`config.mk`:
```
export PLATFORM = sky130hd
export DESIGN_NAME = pair_keyed_lookup_table_unit
export DESIGN_NICKNAME = d
export VERILOG_FILES = /design/src/hw/rtl/pklt_pkg.sv /design/src/hw/rtl/pklt_match.sv /design/src/hw/rtl/pair_keyed_lookup_table_unit.sv
export SDC_FILE = /design/constraint.sdc
export NUM_CORES = 2
export LEC_CHECK = 0
export ABC_AREA = 1
export BUFFER_PORTS_ARGS = -buffer_cell sky130_fd_sc_hd__buf_2
export CORE_ASPECT_RATIO = 1.25
export CORE_MARGIN = 2
export CORE_UTILIZATION = 45
export CTS_BUF_LIST = sky130_fd_sc_hd__clkbuf_8 sky130_fd_sc_hd__clkbuf_16
export CTS_CLUSTER_DIAMETER = 200
export DETAILED_ROUTE_END_ITERATION = 6
export PLACE_DENSITY = 0.69
export SYNTH_ARGS = -nofsm -noshare
export SYNTH_HDL_FRONTEND = slang
export SYNTH_HIERARCHICAL = 1
export SYNTH_SLANG_ARGS = --single-unit
```
`constraint.sdc`:
```
create_clock -name i_clk -period 7.9 [get_ports i_clk]
set_input_delay 0 -clock i_clk [delete_from_list [all_inputs] [get_ports i_clk]]
set_output_delay 0 -clock i_clk [all_outputs]
set_load 0.05 [all_outputs]
```
`src/hw/rtl/pklt_pkg.sv`:
```
// ----------------------------------------------------------------------------
// pklt_pkg
// Shared types and constants of the pair-keyed lookup table unit.
// ----------------------------------------------------------------------------
`default_nettype none

package pklt_pkg;

    // Default table depth and the fixed field widths.
    localparam int TABLE_DEPTH_DEF = 32;
    localparam int MAX_LISTED      = 32;
    localparam int KEY_W           = 32;
    localparam int LIMIT_W         = 6;
    localparam int MODE_W          = 3;

    // A key of zero marks a null handle; a deleted entry has both keys null.
    localparam logic [KEY_W-1:0] NULL_KEY = '0;

    // Request codes.
    localparam logic [MODE_W-1:0] MODE_INSERT     = 3'd0;
    localparam logic [MODE_W-1:0] MODE_LOOKUP     = 3'd1;
    localparam logic [MODE_W-1:0] MODE_DELETE     = 3'd2;
    localparam logic [MODE_W-1:0] MODE_COUNT_ID   = 3'd3;
    localparam logic [MODE_W-1:0] MODE_LIST_ID    = 3'd4;
    localparam logic [MODE_W-1:0] MODE_COUNT_VIEW = 3'd5;
    localparam logic [MODE_W-1:0] MODE_LIST_VIEW  = 3'd6;

    // Sequencer states.
    typedef enum logic [1:0] {
        ST_IDLE,
        ST_SCAN,
        ST_FINISH
    } t_state;

    // Compare results for one table entry against the request keys.
    typedef struct packed {
        logic pair_hit;
        logic is_free;
        logic id_sel;
        logic view_sel;
    } t_match;

endpackage : pklt_pkg

`default_nettype wire

```
`src/hw/rtl/pklt_match.sv`:
```
// ----------------------------------------------------------------------------
// pklt_match
// Key comparator shared by every scan step: compares one stored entry with
// the keys of the current request.
// ----------------------------------------------------------------------------
`default_nettype none

module pklt_match
    import pklt_pkg::*;
(
    input  wire logic [KEY_W-1:0] i_entry_view,
    input  wire logic [KEY_W-1:0] i_entry_id,
    input  wire logic [KEY_W-1:0] i_req_view,
    input  wire logic [KEY_W-1:0] i_req_id,
    output t_match                o_match
);

    logic w_view_eq;
    logic w_id_eq;

    // The two compares feed the pair, id and view flags; the free flag compares with the null key.
    assign w_view_eq = (i_entry_view == i_req_view);
    assign w_id_eq   = (i_entry_id == i_req_id);

    always_comb begin
        o_match.pair_hit = w_view_eq && w_id_eq;
        o_match.is_free  = (i_entry_view == NULL_KEY) && (i_entry_id == NULL_KEY);
        o_match.id_sel   = w_id_eq && (i_entry_view != NULL_KEY);
        o_match.view_sel = w_view_eq;
    end

endmodule : pklt_match

`default_nettype wire

```
`src/hw/rtl/pair_keyed_lookup_table_unit.sv`:
```
// ----------------------------------------------------------------------------
// pair_keyed_lookup_table_unit
// Table of (view, id) keyed objects searched by an in-order scan.
// ----------------------------------------------------------------------------
// Usage:
//   Requests enter on the s_axis channel: tuser carries the request code,
//   tdata the two keys, the object and the list limit. Results leave on the
//   m_axis channel: tdata is the value, tuser flags a dropped insert and
//   tlast marks the final result of a request.
//   One request is handled at a time; s_axis_tready is high only while the
//   block is idle. The scan reads one table entry per cycle through the
//   single read port of the entry memory and one shared key comparator,
//   except while a list request waits for the output register; a match
//   ends the scan of an insert, lookup or delete early. Every result of a
//   request is registered in the output register. When the receiver stalls,
//   a list request holds its scan until the output register is free again;
//   nothing is dropped.
//   Reset empties the table (the high-water mark goes to zero) and clears
//   the output valid flag; the entry memory itself is not cleared.
// ----------------------------------------------------------------------------
`default_nettype none

module pair_keyed_lookup_table_unit
    import pklt_pkg::*;
#(
    parameter int TABLE_DEPTH = TABLE_DEPTH_DEF
)(
    input  wire logic         i_clk,
    input  wire logic         i_rst_n,
    // Request channel.
    input  wire logic         s_axis_tvalid,
    output logic              s_axis_tready,
    // tdata: view_key[31:0], id_key[63:32], object_value[95:64],
    // list_limit[101:96], zero fill[103:102].
    input  wire logic [103:0] s_axis_tdata,
    // tuser: mode[2:0].
    input  wire logic [2:0]   s_axis_tuser,
    // Result channel.
    output logic              m_axis_tvalid,
    input  wire logic         m_axis_tready,
    // tdata: value[31:0].
    output logic [31:0]       m_axis_tdata,
    // tuser: table_full[0].
    output logic [0:0]        m_axis_tuser,
    output logic              m_axis_tlast
);

    localparam int IDX_W = (TABLE_DEPTH > 1) ? $clog2(TABLE_DEPTH) : 1;
    localparam int CNT_W = $clog2(TABLE_DEPTH + 1);
    localparam int CMP_W = (CNT_W > LIMIT_W) ? CNT_W : LIMIT_W;

    // Entry memory.
    logic [KEY_W-1:0] mem_view [TABLE_DEPTH];
    logic [KEY_W-1:0] mem_id   [TABLE_DEPTH];
    logic [KEY_W-1:0] mem_obj  [TABLE_DEPTH];

    // Control registers.
    t_state           r_state;
    t_state           n_state;
    logic [CNT_W-1:0] r_used;
    logic             r_o_valid;

    // Request and scan registers.
    logic [MODE_W-1:0]  r_mode;
    logic [KEY_W-1:0]   r_view;
    logic [KEY_W-1:0]   r_id;
    logic [KEY_W-1:0]   r_obj;
    logic [LIMIT_W-1:0] r_limit;
    logic [CNT_W-1:0]   r_chk;
    logic [CNT_W-1:0]   r_count;
    logic               r_found;
    logic [IDX_W-1:0]   r_slot;
    logic               r_free_found;
    logic [IDX_W-1:0]   r_free_slot;
    logic [KEY_W-1:0]   r_value;
    logic [KEY_W-1:0]   r_rd_view;
    logic [KEY_W-1:0]   r_rd_id;
    logic [KEY_W-1:0]   r_rd_obj;

    // Output register payload.
    logic [KEY_W-1:0] r_o_data;
    logic             r_o_full;
    logic             r_o_last;

    // Combinational control.
    logic               w_accept;
    logic               w_out_free;
    logic               w_end;
    logic               w_is_list;
    logic               w_is_counting;
    logic               w_by_id;
    logic               w_sel;
    logic               w_stop_mode;
    logic               w_limit_hit;
    logic               w_eval;
    logic               w_adv;
    logic               w_scan_done;
    logic               w_emit_mid;
    logic               w_finish;
    logic               w_full;
    logic               w_key_we;
    logic               w_obj_we;
    logic               w_append;
    logic [IDX_W-1:0]   w_wr_addr;
    logic [CNT_W-1:0]   w_rd_cnt;
    logic [KEY_W-1:0]   w_final_value;
    logic [LIMIT_W-1:0] w_in_limit;
    t_match             w_match;

    // Key comparator for the entry currently read.
    pklt_match u_match (
        .i_entry_view (r_rd_view),
        .i_entry_id   (r_rd_id),
        .i_req_view   (r_view),
        .i_req_id     (r_id),
        .o_match      (w_match)
    );

    // Handshake and mode decode.
    assign s_axis_tready = (r_state == ST_IDLE);
    assign w_accept      = s_axis_tvalid && s_axis_tready;
    assign w_out_free    = !r_o_valid || m_axis_tready;
    assign w_end         = (r_chk == r_used);
    assign w_is_list     = (r_mode == MODE_LIST_ID) || (r_mode == MODE_LIST_VIEW);
    assign w_by_id       = (r_mode == MODE_LIST_ID) || (r_mode == MODE_COUNT_ID);
    assign w_is_counting = w_is_list || (r_mode == MODE_COUNT_ID)
                           || (r_mode == MODE_COUNT_VIEW);
    assign w_sel         = w_by_id ? w_match.id_sel : w_match.view_sel;
    assign w_stop_mode   = (r_mode == MODE_INSERT) || (r_mode == MODE_LOOKUP)
                           || (r_mode == MODE_DELETE);
    assign w_limit_hit   = w_is_list && (CMP_W'(r_count) == CMP_W'(r_limit));
    assign w_eval        = (r_state == ST_SCAN) && !w_end && !w_limit_hit;

    // Limits above the list maximum are clipped on entry.
    assign w_in_limit = (s_axis_tdata[101:96] > LIMIT_W'(MAX_LISTED))
                        ? LIMIT_W'(MAX_LISTED) : s_axis_tdata[101:96];

    // Sequencer outputs.
    always_comb begin
        w_adv       = 1'b0;
        w_scan_done = 1'b0;
        w_emit_mid  = 1'b0;
        w_finish    = 1'b0;
        case (r_state)
            ST_SCAN: begin
                if (!w_eval) begin
                    w_scan_done = 1'b1;
                end else if (w_stop_mode && w_match.pair_hit) begin
                    w_scan_done = 1'b1;
                end else if (w_is_list && w_sel) begin
                    w_emit_mid = w_out_free;
                    w_adv      = w_out_free;
                end else begin
                    w_adv = 1'b1;
                end
            end
            ST_FINISH: begin
                w_finish = w_out_free;
            end
            default: begin
                w_adv = 1'b0;
            end
        endcase
    end

    // Sequencer next state.
    always_comb begin
        n_state = r_state;
        case (r_state)
            ST_IDLE: begin
                if (w_accept) n_state = ST_SCAN;
            end
            ST_SCAN: begin
                if (w_scan_done) n_state = ST_FINISH;
            end
            ST_FINISH: begin
                if (w_finish) n_state = ST_IDLE;
            end
            default: begin
                n_state = ST_IDLE;
            end
        endcase
    end

    // Final step: where an insert lands, and the last result.
    always_comb begin
        w_full    = (r_mode == MODE_INSERT) && !r_found && !r_free_found
                    && (r_used == CNT_W'(TABLE_DEPTH));
        w_append  = w_finish && (r_mode == MODE_INSERT) && !r_found
                    && !r_free_found && !w_full;
        w_obj_we  = w_finish && (r_mode == MODE_INSERT) && !w_full;
        w_key_we  = w_obj_we || (w_finish && (r_mode == MODE_DELETE) && r_found);
        if (r_found) begin
            w_wr_addr = r_slot;
        end else if (r_free_found) begin
            w_wr_addr = r_free_slot;
        end else begin
            w_wr_addr = r_used[IDX_W-1:0];
        end
        if (r_mode == MODE_LOOKUP) begin
            w_final_value = r_value;
        end else if (w_is_counting) begin
            w_final_value = KEY_W'(r_count);
        end else begin
            w_final_value = '0;
        end
    end

    // The read port follows the scan: entry zero on accept, the next entry on advance, else hold.
    always_comb begin
        if (w_accept) begin
            w_rd_cnt = '0;
        end else if (w_adv) begin
            w_rd_cnt = CNT_W'(r_chk + 1'b1);
        end else begin
            w_rd_cnt = r_chk;
        end
    end

    // Entry memory: one write port, one registered read port.
    always_ff @(posedge i_clk) begin
        if (w_key_we) begin
            mem_view[w_wr_addr] <= (r_mode == MODE_INSERT) ? r_view : NULL_KEY;
            mem_id[w_wr_addr]   <= (r_mode == MODE_INSERT) ? r_id : NULL_KEY;
        end
        if (w_obj_we) begin
            mem_obj[w_wr_addr] <= r_obj;
        end
        r_rd_view <= mem_view[w_rd_cnt[IDX_W-1:0]];
        r_rd_id   <= mem_id[w_rd_cnt[IDX_W-1:0]];
        r_rd_obj  <= mem_obj[w_rd_cnt[IDX_W-1:0]];
    end

    // Control state.
    always_ff @(posedge i_clk) begin
        if (!i_rst_n) begin
            r_state   <= ST_IDLE;
            r_used    <= '0;
            r_o_valid <= 1'b0;
        end else begin
            r_state <= n_state;
            if (w_append) begin
                r_used <= CNT_W'(r_used + 1'b1);
            end
            if (w_emit_mid || w_finish) begin
                r_o_valid <= 1'b1;
            end else if (m_axis_tready) begin
                r_o_valid <= 1'b0;
            end
        end
    end

    // Request capture and scan bookkeeping.
    always_ff @(posedge i_clk) begin
        if (w_accept) begin
            r_mode       <= s_axis_tuser;
            r_view       <= s_axis_tdata[31:0];
            r_id         <= s_axis_tdata[63:32];
            r_obj        <= s_axis_tdata[95:64];
            r_limit      <= w_in_limit;
            r_chk        <= '0;
            r_count      <= '0;
            r_found      <= 1'b0;
            r_free_found <= 1'b0;
            r_value      <= '0;
        end else if (w_eval) begin
            if (w_stop_mode && w_match.pair_hit) begin
                r_found <= 1'b1;
                r_slot  <= r_chk[IDX_W-1:0];
                r_value <= r_rd_obj;
            end else if ((r_mode == MODE_INSERT) && w_match.is_free && !r_free_found) begin
                r_free_found <= 1'b1;
                r_free_slot  <= r_chk[IDX_W-1:0];
            end
            if (w_is_counting && w_sel && (!w_is_list || w_out_free)) begin
                r_count <= CNT_W'(r_count + 1'b1);
            end
            if (w_adv) begin
                r_chk <= CNT_W'(r_chk + 1'b1);
            end
        end
    end

    // Output register payload.
    always_ff @(posedge i_clk) begin
        if (w_emit_mid) begin
            r_o_data <= w_by_id ? r_rd_view : r_rd_id;
            r_o_full <= 1'b0;
            r_o_last <= 1'b0;
        end else if (w_finish) begin
            r_o_data <= w_final_value;
            r_o_full <= w_full;
            r_o_last <= 1'b1;
        end
    end

    assign m_axis_tvalid = r_o_valid;
    assign m_axis_tdata  = r_o_data;
    assign m_axis_tuser  = r_o_full;
    assign m_axis_tlast  = r_o_last;

    // The high-water mark never passes the table depth.
    a_used_bound: assert property (@(posedge i_clk) disable iff (!i_rst_n)
        r_used <= CNT_W'(TABLE_DEPTH))
        else $error("high-water mark beyond table depth");

    // The scan never reads past the high-water mark.
    a_scan_bound: assert property (@(posedge i_clk) disable iff (!i_rst_n)
        (r_state == ST_SCAN) |-> (r_chk <= r_used))
        else $error("scan index beyond high-water mark");

    // The high-water mark grows by at most one entry per cycle.
    a_used_step: assert property (@(posedge i_clk) disable iff (!i_rst_n)
        (r_used == $past(r_used)) || (r_used == $past(r_used) + 1'b1))
        else $error("high-water mark jumped");

    // A dropped insert is always reported on a final result.
    a_full_last: assert property (@(posedge i_clk) disable iff (!i_rst_n)
        (m_axis_tvalid && m_axis_tuser[0]) |-> m_axis_tlast)
        else $error("table full flag on a non-final result");

    // Once the final result is loaded the block is ready again.
    a_idle_after_last: assert property (@(posedge i_clk) disable iff (!i_rst_n)
        w_finish |=> s_axis_tready)
        else $error("not idle after the final result");

endmodule : pair_keyed_lookup_table_unit

`default_nettype wire
```
# Word level (Yosys, flattened, before mapping)
# Memories as Yosys holds them, arrays and structs flattened. A register that Yosys moved wholly into a read port is not among the register bits.
# Index checks and enable logic that the tools add are counted.
dict set report word_totals {
  out_inout_bits 36
  register_bits 204
  in_bits 111
  ram_bits 3072
  memories 3
}
dict set report op_classes {
  eq_ne 16
  magnitude_cmp 1
  n_mux 34
  bitwise 2
  reduce_logical 53
  n_addsub 3
}
# memory depth width read_ports rd_ports_with_merged_regs wr line
set mem_list {}
lappend mem_list {mem_id 32 32 1 1 1 pair_keyed_lookup_table_unit.sv:54} ;# logic [KEY_W-1:0] mem_id [TABLE_DEPTH];
lappend mem_list {mem_obj 32 32 1 1 1 pair_keyed_lookup_table_unit.sv:55} ;# logic [KEY_W-1:0] mem_obj [TABLE_DEPTH];
lappend mem_list {mem_view 32 32 1 1 1 pair_keyed_lookup_table_unit.sv:53} ;# logic [KEY_W-1:0] mem_view [TABLE_DEPTH];
# operator count
set op_table {}
lappend op_table {{two-way mux 32 bit} 6}
lappend op_table {{== test 32 bit} 2}
lappend op_table {{logical NOT 32 bit} 2}
lappend op_table {{nonzero test 32 bit} 1}
lappend op_table {{logical AND 1 bit} 23}
lappend op_table {{two-way mux 1 bit} 19}
lappend op_table {{adder 6 x 1 -> 6 bit, second input constant} 3}
lappend op_table {{two-way mux 5 bit} 3}
lappend op_table {{== test 6 bit} 2}
lappend op_table {{two-way mux 6 bit} 2}
lappend op_table {{logical OR 1 bit} 10}
lappend op_table {{== test 3 bit, second input constant} 3}
lappend op_table {{AND reduction 3 bit} 3}
lappend op_table {{logical NOT 1 bit} 7}
lappend op_table {{== test 3 x 2 -> 1 bit, second input constant} 2}
lappend op_table {{== test 6 bit, second input constant} 1}
lappend op_table {{greater-than comparator 6 bit, second input constant} 1}
lappend op_table {{two-way mux 2 bit} 3}
lappend op_table {{case mux 2 bit (3 select lines)} 1}
lappend op_table {{!= test 2 bit, second input constant} 2}
lappend op_table {{AND reduction 2 bit} 2}
lappend op_table {{AND reduction 4 bit} 1}
lappend op_table {{nonzero test 2 bit} 2}
lappend op_table {{== test 3 x 1 -> 1 bit, second input constant} 1}
lappend op_table {{other kinds (6)} 7}

# Logic depth before layout (Yosys ltp)
dict set report logic_depth {
  ltp_word 10
  mapped_depth 27
}

# By module
# The synthesis kept the hierarchy.
# module instances cells_each seq_area_each_um2 area_each_um2
set by_module_without_submodules {}
lappend by_module_without_submodules {pair_keyed_lookup_table_unit 1 11163 99725.6 136893.8}
lappend by_module_without_submodules {pklt_match 1 212 0.0 1097.3}

# Worst setup path before layout
# No wires, ideal clock.
dict set report synth_timing {
  path_kind {reg2reg}
  start {register r_o_valid, in the netlist m_axis_tvalid}
  end {memory mem_id[12][0], enable pin}
  path_slack_ps 3084
  path_stages_with_launch 9
  arrival_time_ps 4329
  t_required_ps 7413
  cell_sequence {dfxtp_1 > inv_1 > nor2_1 > nor3_1 > o21ai_0 > nor2_1 > a31oi_1 > clkbuf_1 > nor2_1}
}
dict set report synth_via {
  elab_chain_len 8
}
# element line
set synth_rtl {}
lappend synth_rtl {{from (decl)} pair_keyed_lookup_table_unit.sv:61} ;# logic r_o_valid;
lappend synth_rtl {{from (signal assigned)} pair_keyed_lookup_table_unit.sv:239} ;# r_o_valid <= 1'b0;
lappend synth_rtl {{from (signal assigned)} pair_keyed_lookup_table_unit.sv:246} ;# r_o_valid <= 1'b1;
lappend synth_rtl {{from (signal assigned)} pair_keyed_lookup_table_unit.sv:248} ;# r_o_valid <= 1'b0;
lappend synth_rtl {{logical NOT 1 bit *} pair_keyed_lookup_table_unit.sv:122} ;# assign w_out_free = !r_o_valid || m_axis_tready;
lappend synth_rtl {{logical OR 1 bit *} pair_keyed_lookup_table_unit.sv:122}
lappend synth_rtl {{two-way mux 1 bit *} pair_keyed_lookup_table_unit.sv:144} ;# case (r_state)
lappend synth_rtl {{logical AND 1 bit (on tied branches) (2 in a row)} {pair_keyed_lookup_table_unit.sv:191, pair_keyed_lookup_table_unit.sv:192}}
lappend synth_rtl {{logical OR 1 bit *} pair_keyed_lookup_table_unit.sv:192} ;# w_key_we = w_obj_we || (w_finish && (r_mode == MODE_DELETE) && r_found);
lappend synth_rtl {{two-way mux 1 bit *} pair_keyed_lookup_table_unit.sv:222} ;# if (w_key_we) begin
lappend synth_rtl {{two-way mux 1 bit *} pair_keyed_lookup_table_unit.sv:224} ;# mem_id[w_wr_addr] <= (r_mode == MODE_INSERT) ? r_id : NULL_KEY;
lappend synth_rtl {{to (decl)} pair_keyed_lookup_table_unit.sv:54}
# Mark *: on every way between the ends. The rest lies on a longest branch, timed or not.

# Worst setup path in the final report
dict set report layout_timing {
  start {register r_mode[1]}
  end {register r_rd_obj[31], read port of mem_obj}
}
dict set report layout_via {
  elab_chain_len 10
}
# element line
set layout_rtl {}
lappend layout_rtl {{from (decl)} pair_keyed_lookup_table_unit.sv:64} ;# logic [MODE_W-1:0] r_mode;
lappend layout_rtl {{from (signal assigned)} pair_keyed_lookup_table_unit.sv:256} ;# r_mode <= s_axis_tuser;
lappend layout_rtl {{== test 3 bit / == test 3 x 2 -> 1 bit (equally long branches)} {pair_keyed_lookup_table_unit.sv:124, pair_keyed_lookup_table_unit.sv:125}}
lappend layout_rtl {{logical OR 1 bit} pair_keyed_lookup_table_unit.sv:125} ;# assign w_by_id = (r_mode == MODE_LIST_ID) || (r_mode == MODE_COUNT_ID);
lappend layout_rtl {{two-way mux 1 bit} pair_keyed_lookup_table_unit.sv:128} ;# assign w_sel = w_by_id ? w_match.id_sel : w_match.view_sel;
lappend layout_rtl {{logical AND 1 bit} pair_keyed_lookup_table_unit.sv:150} ;# end else if (w_is_list && w_sel) begin
lappend layout_rtl {{two-way mux 1 bit} pair_keyed_lookup_table_unit.sv:150}
lappend layout_rtl {{two-way mux 1 bit} pair_keyed_lookup_table_unit.sv:148} ;# end else if (w_stop_mode && w_match.pair_hit) begin
lappend layout_rtl {{two-way mux 1 bit *} pair_keyed_lookup_table_unit.sv:146} ;# if (!w_eval) begin
lappend layout_rtl {{two-way mux 1 bit *} pair_keyed_lookup_table_unit.sv:144}
lappend layout_rtl {{two-way mux 6 bit *} pair_keyed_lookup_table_unit.sv:213} ;# end else if (w_adv) begin
lappend layout_rtl {{two-way mux 5 bit *} pair_keyed_lookup_table_unit.sv:211} ;# if (w_accept) begin
lappend layout_rtl {{to (decl)} pair_keyed_lookup_table_unit.sv:78} ;# logic [KEY_W-1:0] r_rd_obj;
# Marked as above.
# A chain may end at the register's enable or synchronous reset.

==> impl_metrics.csv <==
group,metric,value,unit
setup_path,r2r_setup_slack,1.51,ns
sta,maxSlewHeadroom,-0.00751,
drt,drcViolationCount,4,
grt,antenna_found_initial,22,
synth,syn-num-nets,11490,
power,power.leakage,54.2,nW
cells_and_area,nNetsFinal,11466,
grt,grt_busiest_layer,"met2",
sta,finalClockSkew,0.0940,ns
cells_and_area,final_area,155000,sq um
min_path,worstHoldPathCells,2,
setup_path,rr_endpoint,"r_rd_obj[31]",
grt,met2_usage,0.422,
cells_and_area,final_common_cell,"edfxtp_1",
outcome,run_status,"finished with violations",
job,drv_cap,1,
grt,grt_util_met1,0.346,
sta,maxSlewViolCount,2,
drt,vias_per_cell,6.38,
sta,hold_violations,0,
sta,tightest_slew,1.51,ns
drt,avgRoutedWirePerCell,28.2,um
cells_and_area,area_growth,12.7,%
sta,min_period_over_period,0.808,
placement,gp_congestion,0.878,
drt,drtAntennaViolNets,0,
synth,async_flop_share,0,
power,irDropWorstVdd,0.000166,V
synth,synth_edf_count,3219,
power,total_power,0.0373,W
floorplanning,ios,147,
placement,hpwl,208,mm
clock_network,h-tree-depth,5,
sta,rsz0062_at_grt,"no",
drt,drtIter0Drc,15503,
grt,grt_max_degree,215,
floorplanning,die_width,499,um
cells_and_area,drive_above_1_share,0.0855,
grt,grt.total_usage,0.272,
min_path,hold_path.class,"in -> reg",
synth,ys_types,33,
outcome,violations,"DRC, capacitance limit, slew limit",
synth,netlist_area,138000,sq um
setup_path,cp.required,8.75,ns
drt,firstDrtPassIters,7,
floorplanning,core_area,306000,sq um
setup_path,rr_worst_depth,19,
clock_network,cts_made_buffers,331,
setup_path,crit_path_end,"r_rd_obj[31]",
setup_path,critPathKind,"reg -> reg",
floorplanning,row_count,227,
sta,finalSetupTns,0,ns
power,power-per-cell-area,240,nW/um^2
clock_network,clock_latency,0.93,ns
grt,grtUsageMet3,0.0639,
clock_network,cts_tree,"done",
setup_path,crit_arrival,7.23,ns
sta,finalSetupViolations,0,
setup_path,worstSetupStartpoint,"r_mode[1]",
clock_network,cts_setup_buffers,0,
sta,fin_crit,6.39,ns
floorplanning,die_h,623,um
synth,yosys_warnings,6,
synth,yosysSeqAreaShare,0.723,
drt,routed_wl,440,mm
placement,placed_area,143000,sq um
placement,port_buffers,144,
cells_and_area,layout_common_cells,"3219 x edfxtp_1, 2895 x nand3_1, 2093 x nand2_1",
synth,avgSynthCellArea,12.1,sq um
floorplanning,dieArea,311000,sq um
setup_path,path_max_fanout,134,
grt,gr-total-overflow,0,
setup_path,start_kind,"flip-flop",
grt,grt_pass1_wl,630,mm
setup_path,r2r_start,"r_mode[1]",
drt,num_vias,99763,
setup_path,end_kind,"flip-flop",
clock_network,clock-root-buffer,"clkbuf_16",
grt,first_global_vias,94920,
clock_network,cts_sinks,3372,
synth,synthFlopType,"edfxtp_1",
clock_network,clk_pin_slew,0.06,ns
synth,ys_ff_latch,3372,
floorplanning,initial_core_util,0.452,
clock_network,clockBufferDepth,4,
sta,fmax,157,MHz
synth,syn_inst,11375,
-- cells in the mapped netlist, types with 3 or more instances --
library cell / n / area (sq um)
a21oi_1: 66 / 330
inv_1: 246 / 923
xnor2_1: 56 / 490
o211ai_1: 5 / 37.5
nor2_1: 237 / 890
o32ai_1: 26 / 228
nor2_2: 5 / 31.3
ha_1: 4 / 50.1
xor2_1: 3 / 26.3
dfxtp_1: 153 / 3060
a31oi_1: 7 / 43.8
nor4_1: 9 / 56.3
edfxtp_1: 3219 / 96700
nand4_1: 1267 / 7930
buf_2: 462 / 2310
o21ai_0: 62 / 310
buf_1: 70 / 263
clkbuf_1: 423 / 1590
buf_4: 21 / 158
nand3_1: 2897 / 14500
inv_2: 9 / 33.8
nor3_1: 19 / 95.1
nand2_1: 2095 / 7860
-- per-stage QoR --
| stage | utilization | std cells | setup WS, ns | hold slack, ns |
|---|---|---|---|---|
| floorplan | - | 11375 | 3.08 | 0.0989 |
| global placement | 0.466 | 14815 | 1.81 | 0.177 |
| detailed placement | 0.466 | 14815 | 1.72 | 0.178 |
| CTS | 0.509 | 15623 | 1.66 | 0.00152 |
| global route | 0.509 | 15626 | 1.27 | 0.0775 |
| finish | 0.509 | 15629 | 1.51 | 0.0697 |
-- cells by family after synthesis --
kind of cell / share of synthesized area
DFF: 0.723
and+or+nand+nor: 0.228
AOI/OAI and AO/OA: 0.00700
adders and majority gates: 0.000363
xor gates and xnor gates: 0.00374
buffers and inverters: 0.0383
-- critical path: stages (launching register included) --
cell and delay, ns:
edfxtp_1 0.50, nand2_1 0.15, nand2_2 0.58, nand2_2 0.25, buf_4 0.50, nand2_1 0.15, nand4_1 0.11, nand2_1 0.08
inv_2 0.11, nand2_4 0.09, nand2_8 0.60, nand3_4 0.93, inv_8 0.89, buf_4 0.56, nand2_1 0.10, nand3_1 0.09
nand3_1 0.11, nand3_1 0.16, nand3_1 0.11, nand2_1 0.11
-- layout make-up --
type / instances / area [sq um]
fill: 25194 / 150000
clock buffer: 364 / 8820
sequential: 3372 / 99700
multi-input combinational: 6771 / 33500
inverter: 256 / 1020
timing repair buffer: 619 / 5360
tap: 4007 / 5010
clock inverter: 235 / 2020
antenna: 5 / 12.5
-- flip-flops by register name, summed over array words and instances (netlist names), 6 cells and up --
signal and flops:
r_rd_view 32, r_chk 6, m_axis_tdata 32, mem_view 1024, r_obj 32, r_count 6, r_view 32, r_rd_id 32
r_id 32, r_limit 6, mem_obj 1024, mem_id 1024, r_used 6, r_value 32, r_rd_obj 32
-- report_power, final --
group | leakage (nW) | internal (W) | switching, W
Sequential | 30.8 | 0.0196 | 0.000204
Combinational | 17.8 | 0.000424 | 0.00119
Clock | 5.62 | 0.00908 | 0.00676
Total | 54.2 | 0.0291 | 0.00816
-- timing repair --
action,in CTS,in global routing
hold buffers,209,1
gates resized for setup,0,0
hold endpoints to repair,126,1
-- layer usage --
metal	vias up	routed length (um)
met4	18	31400
met3	1465	56600
met1	48777	152000
li1	42225	-
met2	7278	199000
met5	-	120
-- worst min-delay path by stage --
stage,startpoint,to,slack (ns)
6_report,s_axis_tdata[54],r_id[22],0.07
5_1_grt,s_axis_tdata[54],r_id[22],0.08
4_1_cts,s_axis_tdata[94],r_obj[30],0.002
3_5_place_dp,s_axis_tdata[40],r_id[8],0.18
3_3_place_gp,s_axis_tdata[40],r_id[8],0.18
2_1_floorplan,s_axis_tdata[32],r_id[0],0.1
(Power assumes the default switching activity.)
